[config.mk]
export PLATFORM = sky130hd
export DESIGN_NAME = nps_cell
export DESIGN_NICKNAME = d
export VERILOG_FILES = /design/src/design/nps_pkg.sv /design/src/design/nps_cell.sv
export SDC_FILE = /design/constraint.sdc
export NUM_CORES = 1
export LEC_CHECK = 0
export ABC_AREA = 1
export BUFFER_PORTS_ARGS = -buffer_cell sky130_fd_sc_hd__buf_2
export CAP_MARGIN = 0
export CORE_MARGIN = 5
export CORE_UTILIZATION = 50
export DETAILED_ROUTE_END_ITERATION = 6
export PLACE_DENSITY = 0.79
export SLEW_MARGIN = 25
export SYNTH_ARGS = -nofsm -noshare
export SYNTH_HDL_FRONTEND = slang
export SYNTH_SLANG_ARGS = --single-unit
[constraint.sdc]
create_clock -name clock -period 4.7 [get_ports clock]
set_clock_uncertainty 0.05 [all_clocks]
set_input_delay 0.94 -clock clock [delete_from_list [all_inputs] [get_ports clock]]
set_output_delay 0.94 -clock clock [all_outputs]
set_load 0.1 [all_outputs]
[src/design/nps_pkg.sv]
// Shared widths, types and constants of the priority scheduler.
// No dependencies; every other design file imports this package.
package nps_pkg;

   localparam int MAX_JOBS = 64;
   localparam int IDX_W    = (MAX_JOBS > 1) ? $clog2(MAX_JOBS) : 1;
   localparam int CNT_W    = $clog2(MAX_JOBS + 1);

   localparam int ARR_W  = 16;
   localparam int BUR_W  = 16;
   localparam int PRI_W  = 8;
   localparam int JIDX_W = 6;
   localparam int TIME_W = 23;
   localparam int SUM_W  = 29;

   // Partial result of the selection scan, handed from cell to cell.
   typedef struct packed {
      logic             found;
      logic [PRI_W-1:0] best_prio;
      logic [IDX_W-1:0] best_idx;
      logic [ARR_W-1:0] best_arr;
      logic [BUR_W-1:0] best_burst;
      logic             pend;
      logic [ARR_W-1:0] earliest;
   } token_type;

   // Broadcast control from the sequencer to every cell.
   typedef struct packed {
      logic              load;
      logic              clear;
      logic              mark;
      logic [IDX_W-1:0]  sel;
      logic [CNT_W-1:0]  count;
      logic [TIME_W-1:0] cur_time;
      logic [ARR_W-1:0]  arrival;
      logic [BUR_W-1:0]  burst;
      logic [PRI_W-1:0]  prio;
   } cell_ctl_type;

   localparam token_type TOKEN_EMPTY = '0;

endpackage

[src/design/nps_cell.sv]
// One job slot of the scheduler chain: holds a job and folds it into the
// selection token passed on to the next cell. Depends on nps_pkg.
module nps_cell (
   input  logic                      clock,
   input  logic                      reset,
   input  logic [nps_pkg::IDX_W-1:0] my_index,
   input  nps_pkg::cell_ctl_type     ctl,
   input  nps_pkg::token_type        tok_left,
   output nps_pkg::token_type        tok_right
);
   import nps_pkg::*;

   logic [ARR_W-1:0] arr_ff, arr_in;
   logic [BUR_W-1:0] bur_ff, bur_in;
   logic [PRI_W-1:0] pri_ff, pri_in;
   logic             done_ff, done_in;
   token_type        tok_ff, tok_in;
   logic             hit, wr, live, arrived;

   always_comb begin
      hit     = (ctl.sel == my_index);
      wr      = ctl.load && hit;
      arr_in  = wr ? ctl.arrival : arr_ff;
      bur_in  = wr ? ctl.burst : bur_ff;
      pri_in  = wr ? ctl.prio : pri_ff;
      done_in = done_ff;
      if (ctl.clear || wr) begin
         done_in = 1'b0;
      end else if (ctl.mark && hit) begin
         done_in = 1'b1;
      end
      live    = (CNT_W'(my_index) < ctl.count) && !done_ff;
      arrived = live && ({{(TIME_W-ARR_W){1'b0}}, arr_ff} <= ctl.cur_time);
      tok_in  = tok_left;
      if (arrived && (!tok_left.found || pri_ff < tok_left.best_prio)) begin
         tok_in.found      = 1'b1;
         tok_in.best_prio  = pri_ff;
         tok_in.best_idx   = my_index;
         tok_in.best_arr   = arr_ff;
         tok_in.best_burst = bur_ff;
      end
      if (live && (!tok_left.pend || arr_ff < tok_left.earliest)) begin
         tok_in.pend     = 1'b1;
         tok_in.earliest = arr_ff;
      end
   end

   always_ff @(posedge clock) begin
      if (reset) begin
         done_ff <= 1'b0;
         tok_ff  <= TOKEN_EMPTY;
      end else begin
         done_ff <= done_in;
         tok_ff  <= tok_in;
      end
   end

   always_ff @(posedge clock) begin
      arr_ff <= arr_in;
      bur_ff <= bur_in;
      pri_ff <= pri_in;
   end

   assign tok_right = tok_ff;

endmodule

==> run summary <==
Slew @ Worst Pin: 0.9752 ns
largest family of logic cells by synthesized area: simple AND/OR/NAND/NOR gates
worst skew pair latency: 0.35 ns
Post-CTS Setup Inserts: 0
Worst setup SP type: input port
sequential cell area fraction in the yosys report: 44.47%
number of global-route vias before repair: 5160
placer congestion estimate: 0.8534
Synth Area in XOR/XNOR: 0.4670%
TritonCTS clock tree: done
1st-iter DRT viols: 284
final setup TNS: 0 ns
Syn Inst Count: 764
via/cell ratio: 4.720
post-synth net total: 958
Fin. Hold Viols: 0
Core ar.: 10940 sq um
Max Cap Viol: 0
final wirelength: 14.92 mm
worst min path class: flop to flop
Reg clk slew, reported paths: 0.07 ns
Slew Viols, Final: 0
CP endpoint kind: flop
first-pass GRT wire length: 23.65 mm
fin util: 64.84%
DRT Pass-1 Iters: 4
clock tree sinks: 105
H-tree depth: 3
arrival time of the worst setup path: 3.15 ns
PortBufs: 214
Global Route Usage Sum: 22.39%
number of I/O pins: 215
Seq cells post-synth: 105
fmax: 0.3427 GHz
Layout Area Growth over Synthesis: 26.02%
num rows: 38
largest net degree at the start of global routing: 81
Die W: 116.1 um
VDD IR max: 0.0003048 V
share of layout cells above drive strength 1: 25.03%
clock root cell: clkbuf_16
cts bufs inserted: 9
DR WL/cell: 13.46 um
Routed Antenna Nets: 0
cell taking the most area after synthesis: dfxtp_1
critical-path maximum fanout: 46
RSZ-0062 raised after global routing: false
GR Overflow Total: 0
# DRC: 0
Tmin final: 2.918 ns
Warnings, synthesis: 0
worst rel slew slack: 34.91%
Cell Area, Synth: 5627 sq um
Initial Util: 51.45%
Post-Synth Adder-Cell Area: 9.562%
clk buf depth: 2
status: finished clean
mux cell area share after synthesis: 0%
Post-Synth Simple-Gate Area: 26.24%
leakage: 4.370 nW
die area: 13470 sq um
initial antenna violation count: 1
fin area: 7091 sq um
nets@finish: 1156
hold_buf cts: 0
fillers: 1018
CTS resizes: 0
Compound-Gate Fraction of Synth Area: 3.358%
Critical Path RT: 4.94 ns
vias: 5230
Pwr per Cell Area: 351.3 nW/um^2
HPWL Detailed: 11.28 mm
post-synth cell types: 23
area post-placement: 6783 sq um
critical path class: input port to flop
synth top area cells: dfxtp_1 (23%), edfxtp_1 (21%), inv_1 (13%), nand2_1 (11%), ha_1 (9.6%)
die height: 116.1 um
Syn Area/Cell: 7.365 sq um
share of the synthesized area in the top cell type: 23.13%
crit share post-route: 62.08%
Final setup viols: 0
## kinds of logic (layout without fill, tap and decap cells)
| group | count (synthesis) | count (layout) |
|---|---|---|
| AND/OR/NAND/NOR | 342 | 342 |
| flip-flops | 105 | 105 |
| adder cells (fa/ha/maj) | 43 | 43 |
| buffers and inverters | 234 | 437 |
| AO/OA/AOI/OAI | 37 | 37 |
| other | 0 | 1 |
| XOR/XNOR | 3 | 3 |
## area by class of cell
class	count	area (sq um)	share of cell area [%]
Clock inverter	7	76.32	1.076
Sequential cell	105	2502	35.29
Tap cell	140	175.2	2.470
Multi-Input combinational cell	425	2245	31.66
Clock buffer	9	225.2	3.176
Inverter	203	763.2	10.76
Antenna cell	1	2.502	0.03529
Timing Repair Buffer	218	1101	15.53
## synth_stat cells (all sizes together)
| master | instances |
|---|---|
| clkbuf | 11 |
| a21oi | 32 |
| nand4 | 52 |
| buf | 20 |
| or2 | 1 |
| ha | 43 |
| edfxtp | 40 |
| nor2 | 86 |
| inv | 203 |
| o21ai | 3 |
| nand2 | 170 |
| nor4 | 2 |
| nand3 | 24 |
| nor3 | 7 |
| a31oi | 1 |
| xor2 | 3 |
| a21o | 1 |
| dfxtp | 65 |
## worst paths after layout
kind | startpoint | endpoint | slack (ns) | cells after the start
max | ctl[48] | tok_right[19] | 1.78 | 11
min | done_ff | done_ff | 0.51 | 2
max reg2reg | arr_ff[12] | tok_right[19] | 2.00 | 9
min reg2reg | done_ff | done_ff | 0.51 | 2
## stage by stage
| stage | hold slack [ns] | power [mW] | worst slack (ns) | instances |
|---|---|---|---|---|
| after floorplan | 0.4528 | 1.586 | 1.029 | 764 |
| final | 0.5099 | 2.491 | 1.782 | 1108 |
| after detailed placement | 0.4980 | 1.751 | 1.414 | 1091 |
| after global placement | 0.4993 | 1.743 | 1.443 | 1091 |
| after CTS | 0.5120 | 2.516 | 1.771 | 1107 |
| after global routing | 0.5310 | 2.605 | 1.459 | 1108 |
## power by group
| group | internal [mW] | switching (mW) | total (mW) |
|---|---|---|---|
| Sequential | 0.996 | 0.0166 | 1.01 |
| Clock | 0.417 | 0.345 | 0.762 |
| Combinational | 0.158 | 0.558 | 0.716 |
## flip-flops by register name, summed over array words and instances, names as in the netlist
name and count:
tok_right 64, arr_ff 16, bur_ff 16, pri_ff 8
done_ff 1
## metal layers
layer  global-route usage [%]  part of all wire [%]
met5                        0                     0
met4                    9.049                   2.8
met3                    4.700                   6.9
met2                    39.47                    50
met1                    26.55                    40
## layout by cell type (no fill, tap or decap)
master      instances
nand4_1            52
clkinv_1            1
nand3_2             1
bufinv_16           1
o21ai_0             2
nor2_4              1
o21ai_1             1
a21o_1              1
nand2_2             3
diode_2             1
clkinv_4            2
clkbuf_16           9
nor3_1              6
inv_2               1
nor2_1             85
buf_2             214
ha_1               43
clkinv_2            1
nor3_4              1
or2_2               1
dfxtp_1            65
inv_1             201
a31oi_1             1
xor2_1              3
nand2_1           167
nor4_1              2
buf_4               4
edfxtp_1           40
a21oi_1            32
nand3_1            23
inv_6               2
clkinvlp_4          1
## critical path, cell delays in order
cell and delay (ns):
buf_2 0.08, inv_1 0.05, ha_1 0.31, nand2_1 0.06, nor3_1 0.25, nand4_1 0.14
nand2_2 0.14, nand3_2 0.74, nand2_1 0.27, inv_1 0.07, nor2_1 0.09
Note: power is estimated with default switching activity, not from simulation.
